## src/rau_pkg.sv

```systemverilog
// Shared types and constants for the rational arithmetic unit.
`timescale 1ns / 1ps
package rau_pkg;

    localparam int WORD_BITS_DEF = 32;
    localparam int QUEUE_DEPTH   = 2;

    typedef enum logic [2:0] {
        OP_MAKE = 3'd0,
        OP_ADD  = 3'd1,
        OP_SUB  = 3'd2,
        OP_MUL  = 3'd3,
        OP_DIV  = 3'd4,
        OP_EQ   = 3'd5
    } t_op;

    typedef enum logic [1:0] {
        ST_OK    = 2'd0,
        ST_ZDEN  = 2'd1,
        ST_DIVZ  = 2'd2,
        ST_OVF   = 2'd3
    } t_status;

    // what the front end decides about an item
    typedef enum logic [1:0] {
        CL_REDUCE = 2'd0,
        CL_EQ     = 2'd1,
        CL_DIVZ   = 2'd2,
        CL_NONE   = 2'd3
    } t_class;

endpackage

```

## src/rau_back.sv

```systemverilog
// Back end: cross products, binary gcd, two restoring divisions, result register.
`timescale 1ns / 1ps
module rau_back #(
    parameter int W = rau_pkg::WORD_BITS_DEF
) (
    input  logic         i_clk,
    input  logic         i_rst_n,
    input  logic         i_valid,
    output logic         o_ready,
    input  logic [(4*W+10)-1:0] i_item,
    output logic         o_valid,
    input  logic         i_ready,
    output logic [W-1:0] o_num,
    output logic [W-2:0] o_den,
    output logic         o_eq,
    output logic [1:0]   o_status
);
    localparam int PW = 2*W;          // product width
    localparam int NW = 2*W + 1;      // sum width
    localparam int KW = $clog2(NW + 1);
    localparam int CW = $clog2(NW + 1);

    typedef struct packed {
        rau_pkg::t_class cls;
        logic [2:0]      op;
        logic            eq;
        logic            an_s;
        logic [W-1:0]    an_m;
        logic            ad_s;
        logic [W-1:0]    ad_m;
        logic            bn_s;
        logic [W-1:0]    bn_m;
        logic            bd_s;
        logic [W-1:0]    bd_m;
    } t_item;

    typedef enum logic [3:0] {
        S_IDLE, S_MUL1, S_MUL2, S_MUL3, S_COMB, S_GPRE, S_GODD,
        S_GLOOP, S_GSHL, S_DIV, S_FIN, S_OUT
    } t_state;

    t_item          it;
    t_state         r_state;
    rau_pkg::t_op   r_op;
    logic [W-1:0]   r_x, r_y;
    logic [PW-1:0]  r_p1, r_p2, r_p3;
    logic           r_s1, r_s2, r_s3;
    logic [NW-1:0]  r_nm, r_dm;
    logic           r_ns, r_ds;
    logic [NW-1:0]  r_ga, r_gb;
    logic [KW-1:0]  r_k;
    logic [NW-1:0]  r_q, r_r, r_dq, r_n2;
    logic [CW-1:0]  r_cnt;
    logic           r_second;
    logic [1:0]     r_st;
    logic           r_ovalid;
    logic [W-1:0]   r_onum;
    logic [W-2:0]   r_oden;
    logic           r_oeq;
    logic [1:0]     r_ost;
    t_item          r_it;

    logic [PW-1:0]  mul_out;
    logic [NW-1:0]  sum_mag;
    logic           sum_s;
    logic [NW:0]    rem_sh;
    logic [NW:0]    rem_sub;

    assign it       = t_item'(i_item);
    assign mul_out  = PW'(r_x) * PW'(r_y);
    assign o_ready  = (r_state == S_IDLE);
    assign o_valid  = r_ovalid;
    assign o_num    = r_onum;
    assign o_den    = r_oden;
    assign o_eq     = r_oeq;
    assign o_status = r_ost;

    // signed-magnitude add of the two numerator products
    always_comb begin
        if (r_s1 == r_s2) begin
            sum_mag = NW'(r_p1) + NW'(r_p2);
            sum_s   = r_s1;
        end else if (r_p1 >= r_p2) begin
            sum_mag = NW'(r_p1 - r_p2);
            sum_s   = r_s1;
        end else begin
            sum_mag = NW'(r_p2 - r_p1);
            sum_s   = r_s2;
        end
    end

    assign rem_sh  = {r_r, r_q[NW-1]};
    assign rem_sub = rem_sh - {1'b0, r_dq};

    always_ff @(posedge i_clk) begin
        if (!i_rst_n) begin
            r_state  <= S_IDLE;
            r_ovalid <= 1'b0;
        end else begin
            if (r_ovalid && i_ready && r_state != S_FIN) r_ovalid <= 1'b0;
            case (r_state)
                S_IDLE: begin
                    if (i_valid) begin
                        r_it <= it;
                        r_op <= rau_pkg::t_op'(it.op);
                        r_st <= rau_pkg::ST_OK;
                        case (it.cls)
                            rau_pkg::CL_REDUCE: begin
                                case (it.op)
                                    rau_pkg::OP_MAKE: begin
                                        r_nm <= NW'(it.an_m);
                                        r_ns <= it.an_s;
                                        r_dm <= NW'(it.ad_m);
                                        r_ds <= it.ad_s;
                                        r_state <= S_GPRE;
                                    end
                                    rau_pkg::OP_MUL: begin
                                        r_x <= it.an_m; r_y <= it.bn_m;
                                        r_state <= S_MUL1;
                                    end
                                    default: begin
                                        r_x <= it.an_m; r_y <= it.bd_m;
                                        r_state <= S_MUL1;
                                    end
                                endcase
                            end
                            default: r_state <= S_FIN;
                        endcase
                    end
                end
                S_MUL1: begin
                    // first product: an*bd (add/sub/div) or an*bn (mul)
                    r_p1 <= mul_out;
                    r_s1 <= (r_op == rau_pkg::OP_MUL) ? (r_it.an_s ^ r_it.bn_s)
                                                      : (r_it.an_s ^ r_it.bd_s);
                    if (r_op == rau_pkg::OP_MUL || r_op == rau_pkg::OP_DIV) begin
                        r_x <= r_it.ad_m;
                        r_y <= (r_op == rau_pkg::OP_DIV) ? r_it.bn_m : r_it.bd_m;
                    end else begin
                        r_x <= r_it.bn_m; r_y <= r_it.ad_m;
                    end
                    r_state <= S_MUL2;
                end
                S_MUL2: begin
                    r_p2 <= mul_out;
                    if (r_op == rau_pkg::OP_DIV)
                        r_s2 <= r_it.ad_s ^ r_it.bn_s;
                    else if (r_op == rau_pkg::OP_MUL)
                        r_s2 <= r_it.ad_s ^ r_it.bd_s;
                    else
                        r_s2 <= (r_it.bn_s ^ (r_op == rau_pkg::OP_SUB)) ^ r_it.ad_s;
                    r_x <= r_it.ad_m; r_y <= r_it.bd_m;
                    r_state <= (r_op == rau_pkg::OP_ADD || r_op == rau_pkg::OP_SUB)
                               ? S_MUL3 : S_COMB;
                end
                S_MUL3: begin
                    r_p3 <= mul_out;
                    r_s3 <= r_it.ad_s ^ r_it.bd_s;
                    r_state <= S_COMB;
                end
                S_COMB: begin
                    if (r_op == rau_pkg::OP_ADD || r_op == rau_pkg::OP_SUB) begin
                        r_nm <= sum_mag; r_ns <= sum_s;
                        r_dm <= NW'(r_p3); r_ds <= r_s3;
                    end else begin
                        r_nm <= NW'(r_p1); r_ns <= r_s1;
                        r_dm <= NW'(r_p2); r_ds <= r_s2;
                    end
                    r_state <= S_GPRE;
                end
                S_GPRE: begin
                    // replace a zero denominator, seed the gcd
                    r_k <= '0;
                    if (r_dm == '0) begin
                        r_dm <= NW'(1); r_ds <= 1'b0; r_st <= rau_pkg::ST_ZDEN;
                        r_gb <= NW'(1);
                    end else begin
                        r_gb <= r_dm;
                    end
                    if (r_nm == '0) begin
                        r_ga    <= (r_dm == '0) ? NW'(1) : r_dm;
                        r_state <= S_GSHL;
                    end else begin
                        r_ga    <= r_nm;
                        r_state <= S_GODD;
                    end
                end
                S_GODD: begin
                    // strip common factors of two, then make a odd
                    if (!r_ga[0] && !r_gb[0]) begin
                        r_ga <= r_ga >> 1; r_gb <= r_gb >> 1; r_k <= r_k + 1'b1;
                    end else if (!r_ga[0]) begin
                        r_ga <= r_ga >> 1;
                    end else begin
                        r_state <= S_GLOOP;
                    end
                end
                S_GLOOP: begin
                    if (r_gb == '0) begin
                        r_state <= S_GSHL;
                    end else if (!r_gb[0]) begin
                        r_gb <= r_gb >> 1;
                    end else if (r_ga > r_gb) begin
                        r_ga <= r_gb; r_gb <= r_ga - r_gb;
                    end else begin
                        r_gb <= r_gb - r_ga;
                    end
                end
                S_GSHL: begin
                    if (r_k != '0) begin
                        r_ga <= r_ga << 1; r_k <= r_k - 1'b1;
                    end else begin
                        r_dq <= r_ga; r_q <= r_nm; r_r <= '0;
                        r_cnt <= CW'(NW); r_second <= 1'b0;
                        r_state <= S_DIV;
                    end
                end
                S_DIV: begin
                    // one restoring step per cycle
                    if (r_cnt != '0) begin
                        if (!rem_sub[NW]) begin
                            r_r <= rem_sub[NW-1:0];
                            r_q <= {r_q[NW-2:0], 1'b1};
                        end else begin
                            r_r <= rem_sh[NW-1:0];
                            r_q <= {r_q[NW-2:0], 1'b0};
                        end
                        r_cnt <= r_cnt - 1'b1;
                    end else if (!r_second) begin
                        r_n2 <= r_q; r_q <= r_dm; r_r <= '0;
                        r_cnt <= CW'(NW); r_second <= 1'b1;
                    end else begin
                        r_state <= S_FIN;
                    end
                end
                S_FIN: begin
                    if (!r_ovalid || i_ready) begin
                        r_ovalid <= 1'b1;
                        r_onum <= '0; r_oden <= '0; r_oeq <= 1'b0;
                        r_ost <= rau_pkg::ST_OK;
                        case (r_it.cls)
                            rau_pkg::CL_EQ:   r_oeq <= r_it.eq;
                            rau_pkg::CL_DIVZ: begin
                                r_oden <= (W-1)'(1); r_ost <= rau_pkg::ST_DIVZ;
                            end
                            rau_pkg::CL_REDUCE: begin
                                // r_n2 numerator, r_q denominator
                                r_onum <= ((r_n2 != '0) && (r_ns != r_ds))
                                          ? (~r_n2[W-1:0] + W'(1)) : r_n2[W-1:0];
                                r_oden <= r_q[W-2:0];
                                if ((r_n2[NW-1:W-1] != '0 &&
                                     !((r_n2 != '0) && (r_ns != r_ds) &&
                                       r_n2 == (NW'(1) << (W-1)))) ||
                                    r_q[NW-1:W-1] != '0)
                                    r_ost <= rau_pkg::ST_OVF;
                                else
                                    r_ost <= r_st;
                            end
                            default: ;
                        endcase
                        r_state <= S_IDLE;
                    end
                end
                default: r_state <= S_IDLE;
            endcase
        end
    end
endmodule
```

## config.mk

```make
export PLATFORM = sky130hd
export DESIGN_NAME = rau_back
export DESIGN_NICKNAME = d
export VERILOG_FILES = /design/src/rau_pkg.sv /design/src/rau_back.sv
export SDC_FILE = /design/constraint.sdc
export NUM_CORES = 2
export LEC_CHECK = 0
export ABC_AREA = 0
export BUFFER_PORTS_ARGS = -buffer_cell sky130_fd_sc_hd__buf_2
export CELL_PAD_IN_SITES_DETAIL_PLACEMENT = 2
export CELL_PAD_IN_SITES_GLOBAL_PLACEMENT = 2
export CORE_MARGIN = 1.5
export CORE_UTILIZATION = 42
export DETAILED_ROUTE_END_ITERATION = 12
export PLACE_DENSITY = 0.83
export SLEW_MARGIN = 20
export SYNTH_ARGS = -nofsm -noshare
export SYNTH_HDL_FRONTEND = slang
export SYNTH_SLANG_ARGS = --single-unit
export TNS_END_PERCENT = 1
```

## constraint.sdc

```tcl
create_clock -name i_clk -period 10.4 [get_ports i_clk]
set_clock_uncertainty 0.05 [all_clocks]
set_input_delay 2.08 -clock i_clk [delete_from_list [all_inputs] [get_ports i_clk]]
set_output_delay 2.08 -clock i_clk [all_outputs]
set_load 0.05 [all_outputs]
```

==> metrics.md <==
| Metric | Value |
|---|---|
| Layout cells sized above 1 | 6.86% |
| Routed Antenna Nets | 0 |
| Number of gates resized after CTS | 0 |
| CP max-delay cell | edfxtp_1 |
| Antenna violations before repair | 40 |
| Seq/Total Area, Yosys | 30.1% |
| Clk buf depth | 3 |
| Grt total ovfl | 0 |
| Post-synth EDFFs | 969 |
| P&R area growth vs syn | 8.50% |
| CTS tree | done |
| Ys async rst share | 0% |
| Avg Inst Size Synth | 9.35 um2 |
| Number of global-route vias before repair | 95.2k |
| Io pins | 210 |
| Leading cell type by number of instances after synthesis | inv_1 |
| Area share of the largest cell type after synthesis | 30.0% |
| Starting DRT DRC Count | 8,502 |
| Most used DFF post-synth | edfxtp_1 |
| Critical path class | reg2reg |
| Hold Path Origin | r_q[51]$_DFFE_PP_ |
| Final Cycle Share | 98.5% |
| DRC Markers | 0 |
| Slew headroom | 15.1% |
| Drt pass-1 iters | 10 |
| Vias | 86.0k |
| Worst Path Arrival | 10.72 ns |
| Max Cap Viol | 0 |
| Reg2reg start | r_y[2]$_DFFE_PP_ |
| YS warnings | 0 |
| Hold path endpoint | r_n2[51]$_DFFE_PP_ |
| Post-Syn Area | 0.0971 mm2 |
| Hold slack | 0.442 ns |
| Critical path required time | 10.87 ns |
| Core area | 0.230 mm2 |
| TritonCTS Buffers | 118 |
| Largest net degree at the start of global routing | 110 |
| DIE AREA | 0.234 mm2 |
| Final Util | 45.8% |
| HP Class | reg2reg |
| Commonest cells post-synth | inv_1, nand2_1, edfxtp_1 |
| Mapped Cells | 10.4k |
| Die W | 484 um |
| Global Route Usage Sum | 39.6% |
| Post-Synthesis Net Count | 12.1k |
| FF-to-FF End | r_p3[55]$_DFFE_PP_ |
| DP HPWL | 371,000 um |
| I/O Buffers | 209 |
| Top cells by area, synth | edfxtp_1, fa_1, ha_1, inv_1, nand2_1 |
| H-Tree Depth | 3 |
| Synth unique cells | 100 |
| RSZ-0062 raised after global routing | false |
| Setup_tns | 0 ns |
| Cts hold-fix bufs | 0 |
| Yosys top cell by area | edfxtp_1 |
| CTS sink count | 974 |
| Status | complete, no violations |
| Gp weighted congestion | 0.979 |
| Clk_lat worst skew | 0.86 ns |
| Minimum clock period | 10.24 ns |
| First-pass GRT wire length | 678,000 um |
| Num rows | 176 |
| Achievable frequency | 97.6 MHz |
| Critical Path End Type | register |
| Chip height | 484 um |
| Initial Util | 42.2% |
| Worst-margin pin slew | 1.27 ns |
| Synth Register Bits | 974 |
| # Post-CTS Setup Buffers | 0 |
| Final Hold Viols | 0 |
| Final slew viol count | 0 |
| Crit path top cell by count | fa_1 |
| Root Driver | clkbuf_16 |
| Worst Reg2Reg Path Length in Cells | 26 |
| Clock transition at path regs | 0.06 ns |
| Fin nets | 12.0k |
| R2R setup slack | 0.16 ns |
| Endpoints failing setup | 0 |
| Hold depth | 0 |
| Startpoint Class | register |
| Final wirelength | 471,000 um |
| Average wire per standard cell | 35.0 um |
| Critical Path Fanout Max | 19 |
| Largest stage delay, worst path | 1.00 ns |
| Vias per cell | 6.39 |
==> routing by layer <==
metal / track usage (%) / up-vias / share of wire [%]
met1: 46.6 / 45000 / 37
li1: - / 35400 / -
met4: 31.2 / 12 / 9.3
met3: 7.17 / 1441 / 7.6
met5: 0 / - / 0.019
met2: 63.8 / 4120 / 46
==> per-stage QoR <==
step | std cells | setup slack, ns | instance area, um2
2_1_floorplan | 10400 | 0.913 | 97100
3_3_place_gp | 13200 | 1.05 | 101000
3_5_place_dp | 13200 | 0.542 | 101000
4_1_cts | 13400 | 0.405 | 105000
5_1_grt | 13400 | 0.0343 | 105000
6_report | 13400 | 0.158 | 105000
==> flip-flops by register name (all words and copies together) (netlist names), 7 cells and up <==
| register | flops |
|---|---|
| r_p2 | 64 |
| r_p1 | 64 |
| r_y | 32 |
| r_dq | 65 |
| r_gb | 65 |
| r_q | 65 |
| r_p3 | 64 |
| r_x | 32 |
| r_cnt | 7 |
| r_ga | 65 |
| o_den | 31 |
| r_r | 65 |
| r_n2 | 65 |
| r_k | 7 |
| r_nm | 65 |
| o_num | 32 |
| r_dm | 65 |
| r_it | 103 |
==> how the worst max path moves through the flow <==
stage                            from            endpoint  slack [ns]  depth (start not counted)
floorplan                 i_item[134]   r_nm[0]$_DFFE_PP_        0.91                          4
global placement    r_y[19]$_DFFE_PP_  r_p1[63]$_DFFE_PP_        1.05                         28
detailed placement   r_y[2]$_DFFE_PP_  r_p3[55]$_DFFE_PP_        0.54                         25
CTS                  r_y[2]$_DFFE_PP_  r_p3[55]$_DFFE_PP_        0.41                         26
global route         r_y[2]$_DFFE_PP_  r_p3[59]$_DFFE_PP_        0.03                         27
finish               r_y[2]$_DFFE_PP_  r_p3[55]$_DFFE_PP_        0.16                         26
==> worst max-delay path, delay by kind of cell (launching register included) <==
| kind | cells | cell delay (ns) |
|---|---|---|
| AO/OA/AOI/OAI | 6 | 1.80 |
| XOR/XNOR | 1 | 0.51 |
| adder cells (fa/ha/maj) | 9 | 4.44 |
| buffers and inverters | 5 | 0.64 |
| flip-flops | 1 | 1.00 |
| AND/OR/NAND/NOR | 5 | 1.44 |
==> final cells by class <==
cell class,instances,area (um2)
Antenna cell,16,40.0
Clock buffer,133,3030
Clock inverter,90,922
Fill cell,24400,125000
Inverter,1376,5170
Multi-Input combinational cell,7438,60700
Sequential cell,974,29200
Tap cell,3026,3790
Timing Repair Buffer,391,2480
==> cells in the final DEF (no fill, tap or decap), drive strengths merged, types with 40 or more instances in the layout <==
master,count
a211oi,102
a21o,193
a21oi,835
a221o,42
a222oi,96
a31oi,129
and2,608
and3,42
buf,391
clkbuf,133
clkinv,58
edfxtp,969
fa,903
ha,658
inv,1386
mux2i,145
nand2,1229
nand2b,40
nand3,105
nand4,122
nor2,465
nor2b,54
nor3,166
nor4,109
o211ai,44
o21ai,452
o21bai,119
o221ai,48
o31ai,59
xnor2,168
xor2,103
==> cells by family (layout without fill, tap and decap cells) <==
group,after synthesis,count (layout),synth area share (%)
xor gates and xnor gates,271,271,2.46
DFF,974,974,30.1
muxes,158,158,1.65
other,0,16,0
buffers and inverters,1975,1990,7.74
and+or+nand+nor,3060,3060,15.2
adders and majority gates,1561,1561,27.1
AOI/OAI and AO/OA,2388,2388,15.8
Power is not shown: default switching activity piles up to over one toggle a cycle in this logic, so the estimate is an artifact.
