<file path="src/rau_pkg.sv">
// Shared types and constants for the rational arithmetic unit.
`timescale 1ns / 1ps
package rau_pkg;

    localparam int WORD_BITS_DEF = 32;
    localparam int QUEUE_DEPTH   = 2;

    typedef enum logic [2:0] {
        OP_MAKE = 3'd0,
        OP_ADD  = 3'd1,
        OP_SUB  = 3'd2,
        OP_MUL  = 3'd3,
        OP_DIV  = 3'd4,
        OP_EQ   = 3'd5
    } t_op;

    typedef enum logic [1:0] {
        ST_OK    = 2'd0,
        ST_ZDEN  = 2'd1,
        ST_DIVZ  = 2'd2,
        ST_OVF   = 2'd3
    } t_status;

    // what the front end decides about an item
    typedef enum logic [1:0] {
        CL_REDUCE = 2'd0,
        CL_EQ     = 2'd1,
        CL_DIVZ   = 2'd2,
        CL_NONE   = 2'd3
    } t_class;

endpackage

</file>
<file path="src/rau_front.sv">
// Front end: accept requests, decode, sign-split operands, queue work.
`timescale 1ns / 1ps
module rau_front #(
    parameter int W = rau_pkg::WORD_BITS_DEF
) (
    input  logic         i_clk,
    input  logic         i_rst_n,
    input  logic         i_valid,
    output logic         o_ready,
    input  logic [2:0]   i_req_type,
    input  logic [W-1:0] i_a_num,
    input  logic [W-1:0] i_a_den,
    input  logic [W-1:0] i_b_num,
    input  logic [W-1:0] i_b_den,
    output logic         o_valid,
    input  logic         i_ready,
    output logic [(4*W+10)-1:0] o_item
);
    localparam int QD = rau_pkg::QUEUE_DEPTH;

    typedef struct packed {
        rau_pkg::t_class cls;
        logic [2:0]      op;
        logic            eq;
        logic            an_s;
        logic [W-1:0]    an_m;
        logic            ad_s;
        logic [W-1:0]    ad_m;
        logic            bn_s;
        logic [W-1:0]    bn_m;
        logic            bd_s;
        logic [W-1:0]    bd_m;
    } t_item;

    t_item r_q [QD];
    logic [$clog2(QD+1)-1:0] r_cnt;
    logic [$clog2(QD)-1:0]   r_wp, r_rp;
    t_item n_item;
    logic  push, pop;

    function automatic logic [W-1:0] mag(input logic [W-1:0] v);
        return v[W-1] ? (~v + W'(1)) : v;
    endfunction

    always_comb begin
        n_item      = '0;
        n_item.op   = i_req_type;
        n_item.an_s = i_a_num[W-1];
        n_item.an_m = mag(i_a_num);
        n_item.ad_s = i_a_den[W-1];
        n_item.ad_m = mag(i_a_den);
        n_item.bn_s = i_b_num[W-1];
        n_item.bn_m = mag(i_b_num);
        n_item.bd_s = i_b_den[W-1];
        n_item.bd_m = mag(i_b_den);
        n_item.eq   = (i_a_num == i_b_num) && (i_a_den == i_b_den);
        case (i_req_type)
            rau_pkg::OP_MAKE, rau_pkg::OP_ADD, rau_pkg::OP_SUB, rau_pkg::OP_MUL:
                n_item.cls = rau_pkg::CL_REDUCE;
            rau_pkg::OP_DIV:
                n_item.cls = (i_b_num == '0) ? rau_pkg::CL_DIVZ : rau_pkg::CL_REDUCE;
            rau_pkg::OP_EQ: n_item.cls = rau_pkg::CL_EQ;
            default:        n_item.cls = rau_pkg::CL_NONE;
        endcase
    end

    assign o_ready = (r_cnt != QD[$bits(r_cnt)-1:0]);
    assign o_valid = (r_cnt != '0);
    assign push    = i_valid && o_ready;
    assign pop     = o_valid && i_ready;
    assign o_item  = r_q[r_rp];

    always_ff @(posedge i_clk) begin
        if (!i_rst_n) begin
            r_cnt <= '0;
            r_wp  <= '0;
            r_rp  <= '0;
        end else begin
            if (push) begin
                r_q[r_wp] <= n_item;
                r_wp      <= r_wp + 1'b1;
            end
            if (pop) r_rp <= r_rp + 1'b1;
            r_cnt <= r_cnt + {{($bits(r_cnt)-1){1'b0}}, push} -
                     {{($bits(r_cnt)-1){1'b0}}, pop};
        end
    end
endmodule

</file>
<file path="config.mk">
export PLATFORM = sky130hd
export DESIGN_NAME = rau_front
export DESIGN_NICKNAME = d
export VERILOG_FILES = /design/src/rau_pkg.sv /design/src/rau_front.sv
export SDC_FILE = /design/constraint.sdc
export NUM_CORES = 1
export LEC_CHECK = 0
export ABC_AREA = 1
export BUFFER_PORTS_ARGS = -buffer_cell sky130_fd_sc_hd__buf_2
export CELL_PAD_IN_SITES_DETAIL_PLACEMENT = 0
export CELL_PAD_IN_SITES_GLOBAL_PLACEMENT = 1
export CORE_MARGIN = 4
export CORE_UTILIZATION = 44
export CTS_CLUSTER_SIZE = 30
export DETAILED_ROUTE_END_ITERATION = 12
export PLACE_DENSITY_LB_ADDON = 0.1
export SLEW_MARGIN = 20
export SYNTH_ARGS = -nofsm -noshare
export SYNTH_HDL_FRONTEND = slang
export SYNTH_SLANG_ARGS = --single-unit
</file>
<file path="constraint.sdc">
create_clock -name i_clk -period 14.1 [get_ports i_clk]
set_input_delay 1.41 -clock i_clk [delete_from_list [all_inputs] [get_ports i_clk]]
set_output_delay 1.41 -clock i_clk [all_outputs]
set_load 0.005 [all_outputs]
</file>
==> metrics.md, run 1 <==
| Metric | Value |
|---|---|
| Clock Latency Late Sink | 550 ps |
| First-pass iteration count of the detailed router | 5 |
| Fmax | 0.224 GHz |
| Gr usage total | 21.6% |
| FP Rows | 67 |
| Rel. slew slack | 29.9% |
| TritonCTS clock tree | built |
| Filler cells | 3131 |
| Crit-path max cell delay | 890 ps |
| Slew @ Worst Pin | 1050 ps |
| Die H | 193 µm |
| CORE AREA | 33600 µm² |
| Final Hold Fails | 0 |
| Post CTS Setup Buffer Count | 0 |
| Top-Level Pins | 275 |
| Type of the most critical hold path | register to register |
| Avg WL per Cell | 18.6 µm |
| Num CTS Buffers | 30 |
| RePlAce Congestion | 0.906 |
| Outcome | completed |
| Required @ worst endpoint | 12690 ps |
| LEAKAGE | 7.36 nW |
| Sequential cell area | 8390 µm² |
| Vias in the first global route | 10.9k |
| Die area | 37200 µm² |
| Mean Syn Cell Area | 10.3 µm² |
| Share of layout cells above drive strength 1 | 30.2% |
| Post-synthesis cell count | 1455 |
| CP Launch Type | register |
| Initial antenna violation count | 6 |
| Area grow syn2layout | 18.5% |
| Yosys top cell by area | edfxtp_1 |
| PnR worst setup slack | 9630 ps |
| HPWL Detailed | 31600 µm |
| Effective utilization at floorplan | 44.8% |
| Max-slew violations | 0 |
| DIE WIDTH | 193 µm |
| Footprint of the multi-input gates | 5950 µm² |
| Final WL | 41200 µm |
| Unrepaired setup endpoints after global routing | no |
| Critical path, cell by cell | buf_4, mux2_2, buf_2 |
| Vias per cell | 5.05 |
| Cts hold-fix bufs | 0 |
| Clock slew at reported path FFs | 50 ps |
| Clock Tree Buf Depth | 3 |
| MaxCap Viol Count | 0 |
| Root buf cell | clkbuf_16 |
| H-Tree Depth | 1 |
| Post-cts gate resize count | 0 |
| Critical-path cell with the highest stage delay | buf_4 |
| Synthesized cell area | 15100 µm² |
| Grt total ovfl | 0 |
| Final Net Count | 1878 |
| Unique masters post-synth | 35 |
| Seq/Total Area, Yosys | 55.7% |
| Max IR drop VDD | 0.0000947 V |
| CP max FO | 82 |
| First-pass GRT wire length | 62200 µm |
| Yosys top cell area share | 55.1% |
| Post-Syn Nets | 1596 |
| Crit path capture type | output port |
| Syn. warnings | 0 |
| Commonest non-fill, non-tap cell in the layout | nand2_1 |
| Largest net degree at the start of global routing | 139 |
| Total negative slack | 0 ps |
| Via count | 11.2k |
| PD cells | 129 nW/µm² |
| Worst clock skew | 6.12 ps |
| Final Critical Period | 4470 ps |
| Period Utilization, post-route | 31.7% |
| CTS sink count | 281 |
| DRT iter0 DRCs | 720 |
| Final setup violation count | 0 |
| Synth area leaders | edfxtp_1, mux2_2, nand2_1, xor2_1, nand3_1 |
| Critical path class | register to output port |
| Most frequent cells in the layout | nand2_1, edfxtp_1, buf_2, inv_1, mux2_2 |
| Arr. time, crit path | 3060 ps |
| DP Worst Slack | 10020 ps |
| Number of port buffers | 274 |
| FF+latch count, synth | 281 |
| DRT antenna net count | 0 |
| Residual DRC | 0 |
==> final cells by class <==
type,instances,share of cell area (%)
antenna,5,0.0702
sequential,281,47.1
multi-input combinational,993,33.4
timing repair buffer,279,8.08
tap,448,3.14
clock buffer,36,4.46
inverter,152,3.20
clock inverter,19,0.624
==> flip-flops by register name, summed over array words and instances, names as in the netlist, named ones only <==
register and cells:
r_rp 1, r_cnt 2, r_q 276, r_wp 1
==> worst max-delay path: cells and delay by family, from the launching register on <==
family	cells	cell delay, ps
flops	1	850
buf+inv	2	1030
mux	1	440
==> where the power goes <==
part / leakage [nW] / internal (mW) / total [mW] / switching, mW
registers: 2.57 / 1.02 / 1.06 / 0.0395
clock network: 0.448 / 0.415 / 0.720 / 0.305
logic: 4.34 / 0.240 / 0.518 / 0.278
==> layer usage <==
layer | track usage (%) | up-vias | wire length (µm)
li1 | - | 5479 | -
met3 | 3.85 | 48 | 3030
met2 | 32.5 | 377 | 17700
met5 | 0 | - | 13
met1 | 32.8 | 5259 | 19600
met4 | 5.17 | 2 | 780
==> cell usage after synthesis, drive strengths merged <==
cell type  number
a31oi           2
dfxtp           5
o21bai          1
ha              6
and3            1
or2             1
and2            2
buf            28
o31ai           3
xnor2          39
inv           151
edfxtp        276
o21ai          36
clkbuf          1
nor2          143
nand3         115
clkinv          1
nor3           11
mux2          138
a21oi           5
nand2         390
xor2           67
nand4          33
==> final timing paths <==
path,depth (start not counted),slack [ps],end,start
max,3,9630,o_item[81],register
min,1,450,register,r_rp
max reg2reg,6,11090,r_q[0][133],r_cnt[0]
min reg2reg,1,450,register,r_rp
==> cell families (layout without fill, tap and decap cells) <==
kind of cell | count (synthesis) | after routing | synth area share [%]
other | 0 | 5 | 0
AND/OR/NAND/NOR | 696 | 696 | 20.4
AO/OA/AOI/OAI | 47 | 47 | 2.09
XOR/XNOR | 106 | 106 | 6.17
flip-flops | 281 | 281 | 55.7
adder cells (fa/ha/maj) | 6 | 6 | 0.499
multiplexers | 138 | 138 | 10.3
buffers and inverters | 181 | 486 | 4.81
==> metrics by stage <==
stage	power (mW)	util (%)	instances	hold slack, ps	instance area (µm²)
floorplan	1.39	-	1455	425	15100
global placement	1.58	50.2	2152	434	16900
detailed placement	1.60	50.3	2153	434	16900
CTS	2.32	53.0	2208	451	17800
global route	2.42	53.1	2213	474	17800
finish	2.29	53.1	2213	449	17800
Power figures use the tool's default switching activity.
==> run 2, diff against run 1 <==
--- a/config.mk
+++ b/config.mk
@@ -10,7 +10,7 @@
 export CELL_PAD_IN_SITES_DETAIL_PLACEMENT = 0
 export CELL_PAD_IN_SITES_GLOBAL_PLACEMENT = 1
 export CORE_MARGIN = 4
-export CORE_UTILIZATION = 44
+export CORE_UTILIZATION = 40
 export CTS_CLUSTER_SIZE = 30
 export DETAILED_ROUTE_END_ITERATION = 12
 export PLACE_DENSITY_LB_ADDON = 0.1
==> constraint.sdc (replaced) <==
create_clock -name i_clk -period 3.9 [get_ports i_clk]
set_input_delay 0.39 -clock i_clk [delete_from_list [all_inputs] [get_ports i_clk]]
set_output_delay 0.39 -clock i_clk [all_outputs]
set_load 0.005 [all_outputs]
==> metrics.md, run 2 (same netlist as run 1, synthesis figures left out) <==
| Metric | Value |
|---|---|
| Outcome | completed |
| Gr usage total | 20.3% (-1.3 points) |
| Final Power | 8.44 mW (+270%) |
| Rel. slew slack | 36.3% (+6.4 points) |
| Critical path class | register to output port |
| Grt total ovfl | 0 (unchanged) |
| Final WL | 43100 µm (+4.5%) |
| Num CTS Buffers | 31 (+3.3%) |
| TritonCTS clock tree | built |
| Sw frac | 28.0% (+0.87 points) |
| Largest net degree at the start of global routing | 139 (unchanged) |
| Post-cts gate resize count | 0 (unchanged) |
| Max IR drop VDD | 0.000376 V (+300%) |
| Post CTS Setup Buffer Count | 0 (unchanged) |
| RePlAce Congestion | 0.918 (+1.3%) |
| Clock Latency Late Sink | 580 ps (+30 ps) |
| Max-slew violations | 0 (unchanged) |
| Top-Level Pins | 275 (unchanged) |
| Final Critical Period | 2640 ps |
| Crit path capture type | output port |
| DIE WIDTH | 202 µm (+4.7%) |
| Clock slew at reported path FFs | 60 ps (about the same) |
| H-Tree Depth | 1 (unchanged) |
| Clock share of power | 31.6% (+0.2 points) |
| Internal | 6.07 mW (+260%) |
| CP max FO | 44 (-46%) |
| FP Rows | 70 (+4.5%) |
| Unrepaired setup endpoints after global routing | no |
| Vias per cell | 4.90 (-2.8%) |
| DRT iter0 DRCs | 678 (-5.8%) |
| Slew @ Worst Pin | 954 ps (-98.1 ps) |
| Number of port buffers | 274 (unchanged) |
| MaxCap Viol Count | 0 (unchanged) |
| Final setup violation count | 0 (unchanged) |
| Combinational power share | 24.0% (+1.4 points) |
| Clock Tree Buf Depth | 3 (unchanged) |
| Arr. time, crit path | 2250 ps (-810 ps) |
| Top Registers | r_q: 276 flops, r_cnt: 2 flops |
| Required @ worst endpoint | 3510 ps (-9180 ps) |
| Commonest non-fill, non-tap cell in the layout | nand2_1 |
| Sw power | 2.36 mW (+280%) |
| Period Utilization, post-route | 67.7% |
| CORE AREA | 36900 µm² (+9.7%) |
| Vias in the first global route | 10.8k (-0.51%) |
| Reg with most FFs | r_q |
| Final Hold Fails | 0 (unchanged) |
| Die area | 40800 µm² (+9.6%) |
| HPWL Detailed | 32900 µm (+3.9%) |
| Worst clock skew | 16.4 ps (+10.3 ps) |
| Via count | 11.1k (-0.19%) |
| Filler cells | 3515 (+12%) |
| CTS sink count | 281 (unchanged) |
| First-pass GRT wire length | 64800 µm (+4.1%) |
| Cts hold-fix bufs | 0 (unchanged) |
| Share of layout cells above drive strength 1 | 30.7% (+0.52 points) |
| Initial antenna violation count | 7 (+1) |
| Die H | 202 µm (+4.7%) |
| PD cells | 469 nW/µm² (+260%) |
| Area grow syn2layout | 19.5% |
| Final instance area | 18000 µm² (+0.86%) |
| Max FFs per register | 276 (unchanged) |
| Type of the most critical hold path | input pin to register |
| LEAKAGE | 7.39 nW (+0.44%) |
| Root buf cell | clkbuf_16 |
| CP Launch Type | register |
| Share of power burned in registers | 44.4% (-1.6 points) |
| Area after DPL | 17100 µm² (+0.89%) |
| Fmax | 0.379 GHz |
| Residual DRC | 0 (unchanged) |
| Most frequent cells in the layout | nand2_1, edfxtp_1, buf_2, inv_1, mux2_2 |
| Avg WL per Cell | 19.0 µm (+1.8%) |
| DRT antenna net count | 0 (unchanged) |
| Final Net Count | 1884 (+0.32%) |
| First-pass iteration count of the detailed router | 5 (unchanged) |
| Effective utilization at floorplan | 40.8% (-4.0 points) |
==> run 2: changes by cell type in the layout (fill, tap and decap cells not counted), sizes merged <==
cell / before / now
clkinvlp: 1 / 2
buf: 279 / 284
clkinv: 18 / 12
clkbuf: 36 / 37
inv: 151 / 153
==> run 2: worst max-delay path, cell delays in order (launching register included) <==
cell and delay (ps):
dfxtp_4 470, buf_4 540, mux2_2 460, buf_2 140
==> run 2: worst paths after layout <==
kind	startpoint	to	slack, ps	depth (start not counted)
min	i_req_type[0]	r_q[0][133]	50	1
max reg2reg	r_cnt[0]	r_q[0][70]	1900	5
max	register	o_item[84]	1260	3
min reg2reg	r_rp	register	450	1
==> run 2: power groups by stage <==
stage	logic, mW	registers, mW	clock network [mW]
finish	2.02	3.75	2.67
detailed placement	2.05	3.81	0
CTS	2.06	3.75	2.76
global placement	2.05	3.80	0
floorplan	1.20	3.79	0
global route	2.22	3.77	2.87
==> run 2: stage by stage <==
step                hold WS [ps]  worst slack, ps  cells  TNS (ps)  utilization, %
finish                      45.4             1260   2272         0            48.8
global placement             440             1810   2214         0            46.3
detailed placement           443             1770   2214         0            46.3
global route                25.8             1160   2271         0            48.8
CTS                         10.2             1220   2267         0            48.7
floorplan                    425             -364   1455    -50180               -
==> run 2: cell type report <==
type / count / area (µm²) / area share [%]
multi-input combinational: 993 / 5960 / 33.1
clock buffer: 37 / 798 / 4.44
clock inverter: 16 / 111 / 0.619
inverter: 152 / 571 / 3.17
antenna: 5 / 12.5 / 0.0696
timing repair buffer: 284 / 1510 / 8.39
tap: 504 / 631 / 3.51
sequential: 281 / 8390 / 46.7
==> run 2: metal layers <==
| metal | up-vias | track usage [%] | part of all wire [%] |
|---|---|---|---|
| met2 | 300 | 29.8 | 43 |
| met5 | - | 0 | 0.065 |
| met1 | 5293 | 31.1 | 49 |
| li1 | 5491 | - | - |
| met3 | 54 | 3.79 | 5.6 |
| met4 | 6 | 4.74 | 1.9 |
==> run 3, diff against run 2 <==
--- a/config.mk
+++ b/config.mk
@@ -5,12 +5,12 @@
 export SDC_FILE = /design/constraint.sdc
 export NUM_CORES = 1
 export LEC_CHECK = 0
-export ABC_AREA = 1
+export ABC_AREA = 0
 export BUFFER_PORTS_ARGS = -buffer_cell sky130_fd_sc_hd__buf_2
 export CELL_PAD_IN_SITES_DETAIL_PLACEMENT = 0
 export CELL_PAD_IN_SITES_GLOBAL_PLACEMENT = 1
 export CORE_MARGIN = 4
-export CORE_UTILIZATION = 40
+export CORE_UTILIZATION = 41
 export CTS_CLUSTER_SIZE = 30
 export DETAILED_ROUTE_END_ITERATION = 12
 export PLACE_DENSITY_LB_ADDON = 0.1
==> constraint.sdc (replaced) <==
create_clock -name i_clk -period 2.33 [get_ports i_clk]
set_input_delay 0.233 -clock i_clk [delete_from_list [all_inputs] [get_ports i_clk]]
set_output_delay 0.233 -clock i_clk [all_outputs]
set_load 0.005 [all_outputs]
==> metrics.md, run 3 <==
| Metric | Value |
|---|---|
| Outcome | completed |
| Yosys top cell by area | edfxtp_1 |
| Required @ worst endpoint | 2100 ps (-1410 ps) |
| Crit path buf inv count | 2 (unchanged) |
| Critical path, cell by cell | buf_4, mux2_2, buf_2 |
| Initial antenna violation count | 8 (+1) |
| First-pass GRT wire length | 56700 µm (-12%) |
| Critical path class | register to output port |
| Unrepaired setup endpoints after global routing | no |
| Reg with most FFs | r_q |
| Final Power | 14.1 mW (+67%) |
| Hold Path Sink | r_q[0][99] |
| Most frequent cells in the layout | edfxtp_1, buf_2, mux2_2, xnor2_1, buf_4 |
| Arr. time, crit path | 1850 ps (-400 ps) |
| Gr usage total | 21.1% (+0.80 points) |
| Root buf cell | clkbuf_16 |
| Synth area leaders | edfxtp_1, mux2_2, xnor2_1, xor2_1, o21ai_0 |
| Final Critical Period | 2090 ps |
| Via count | 9079 (-19%) |
| Worst clock skew | 10.5 ps (-5.90 ps) |
| RR Endpoint | r_cnt[1] |
| H-Tree Depth | 1 (unchanged) |
| Top-count cell post-synth | edfxtp_1 |
| Top Registers | r_q: 276 flops, r_cnt: 2 flops |
| PD cells | 826 nW/µm² (+76%) |
| WHS Path Cells | 2 (+1) |
| Commonest non-fill, non-tap cell in the layout | edfxtp_1 |
| Cts hold-fix bufs | 5 (+5) |
| Worst Hold Launch | i_a_num[0] |
| Die H | 189 µm (-6.3%) |
| Vias per cell | 5.19 (+5.9%) |
| Critical R2R Launch | r_cnt[1] |
| DIE WIDTH | 189 µm (-6.3%) |
| Final instance area | 17100 µm² (-5.1%) |
| Type of the most critical hold path | input pin to register |
| Final Hold Fails | 0 (unchanged) |
| Synth async-reset ratio | 0% (unchanged) |
| Avg WL per Cell | 22.4 µm (+18%) |
| Final WL | 39200 µm (-9.0%) |
| First-pass iteration count of the detailed router | 5 (unchanged) |
| CORE AREA | 32500 µm² (-12%) |
| Top-Level Pins | 275 (unchanged) |
| Num CTS Buffers | 30 (-3.2%) |
| Fmax | 0.479 GHz |
| Syn. warnings | 0 (unchanged) |
| Max IR drop VDD | 0.000612 V (+63%) |
| Clock Tree Buf Depth | 3 (unchanged) |
| Effective utilization at floorplan | 41.5% (+0.68 points) |
| DRT antenna net count | 0 (unchanged) |
| Yosys top cell area share | 61.5% (+6.5 points) |
| CP max FO | 23 (-48%) |
| Crit path max-delay family | buffers and inverters |
| Post-synthesis cell count | 909 (-38%) |
| Synthesized cell area | 13500 µm² (-11%) |
| Crit-path max cell delay | 430 ps (-110 ps) |
| Largest net degree at the start of global routing | 77 (-45%) |
| Vias in the first global route | 9132 (-16%) |
| FP Rows | 66 (-5.7%) |
| Die area | 35800 µm² (-12%) |
| Area after DPL | 16100 µm² (-5.7%) |
| Critical-path cell with the highest stage delay | dfxtp_4 |
| Clock slew at reported path FFs | 60 ps (about the same) |
| Final Net Count | 1421 (-25%) |
| Period Utilization, post-route | 89.6% |
| Crit path capture type | output port |
| TritonCTS clock tree | built |
| Mean Syn Cell Area | 14.8 µm² (+43%) |
| CP Launch Type | register |
| Worst Reg-to-Reg Cells | 7 (+2) |
| Unique masters post-synth | 40 (+14%) |
| Post CTS Setup Buffer Count | 0 (unchanged) |
| Post-Syn Nets | 1050 (-34%) |
| R2r setup slk | 640 ps (-1260 ps) |
| DRT iter0 DRCs | 426 (-37%) |
| Slew @ Worst Pin | 506 ps (-448 ps) |
| Rel. slew slack | 66.0% (+30 points) |
| CTS sink count | 281 (unchanged) |
| Area grow syn2layout | 26.7% |
| Most frequent cells after synthesis | edfxtp_1, mux2_2, xnor2_1, xor2_1, o21ai_0 |
| Residual DRC | 0 (unchanged) |
| MaxCap Viol Count | 0 (unchanged) |
| Number of port buffers | 274 (unchanged) |
| LEAKAGE | 6.11 nW (-17%) |
| Share of layout cells above drive strength 1 | 44.1% (+13 points) |
| Most common flop cell mapped by yosys | edfxtp_1 |
| Final setup violation count | 0 (unchanged) |
| RePlAce Congestion | 0.871 (-5.1%) |
| Post-synth EDFFs | 276 (unchanged) |
| Post-cts gate resize count | 0 (unchanged) |
| Max-slew violations | 0 (unchanged) |
| Grt total ovfl | 0 (unchanged) |
| Max FFs per register | 276 (unchanged) |
| Seq/Total Area, Yosys | 62.3% (+6.5 points) |
| Total negative slack | 0 ps (unchanged) |
| FF+latch count, synth | 281 (unchanged) |
| HPWL Detailed | 29400 µm (-11%) |
| Clock Latency Late Sink | 550 ps (-30 ps) |
==> run 3: cell count changes after synthesis, sizes merged, moves of 23 or more <==
cell,change
nand2,-364
inv,-140
nor2,-137
nand3,-108
xnor2,+77
clkbuf,+29
nor4,+26
o31ai,+26
nand4,-25
buf,-23
==> run 3: routing by layer <==
layer	share of wire, %	wire length, µm	global-route usage, %
met5	0.087	34	0
met1	44	17200	29.8
met2	47	18200	33.0
met3	5.9	2300	3.43
met4	3.5	1390	8.10
==> run 3: how the worst max path moves through the flow <==
| stage | depth (start not counted) | start | to | slack (ps) |
|---|---|---|---|---|
| global placement | 8 | i_a_den[0] | r_q[0][86] | -240 |
| global route | 11 | i_b_num[0] | r_q[0][61] | 140 |
| finish | 3 | register | o_item[54] | 240 |
| CTS | 3 | register | o_item[54] | 210 |
| floorplan | 3 | r_cnt[0] | r_q[0][0] | -2110 |
| detailed placement | 8 | i_a_den[0] | r_q[0][86] | -270 |
==> run 3: per-stage QoR <==
step | cells | setup slack (ps) | hold WS [ps] | util, %
final | 1748 | 243 | 56.4 | 52.6
after global routing | 1748 | 141 | 37.8 | 52.6
after CTS | 1743 | 206 | 25.2 | 52.5
after detailed placement | 1685 | -275 | 465 | 49.6
after global placement | 1685 | -242 | 462 | 49.6
after floorplan | 909 | -2110 | 332 | -
==> run 3: kinds of logic (layout without fill, tap and decap cells) <==
logic type,count (synthesis),in the layout,share of synthesized area (%)
simple gates,151,151,6.74
other cells,0,5,0
xor+xnor,184,184,12.0
mux,138,138,11.5
fa+ha+maj,6,6,0.557
flops,281,281,62.3
buf+inv,46,438,1.40
compound gates,103,103,5.51
==> run 3: cell type report <==
cell class | instances | area, µm²
Clock inverter | 17 | 109
Antenna cell | 5 | 12.5
Sequential cell | 281 | 8390
Multi-Input combinational cell | 582 | 4930
Tap cell | 442 | 553
Timing Repair Buffer | 374 | 2230
Inverter | 11 | 41.3
Fill cell | 2873 | 15400
Clock buffer | 36 | 795
==> run 3: power breakdown <==
part / internal [mW] / switching [mW] / total, mW
Clock: 2.52 / 1.88 / 4.39
Combinational: 1.66 / 1.78 / 3.45
Sequential: 6.13 / 0.119 / 6.25
Total: 10.3 / 3.78 / 14.1
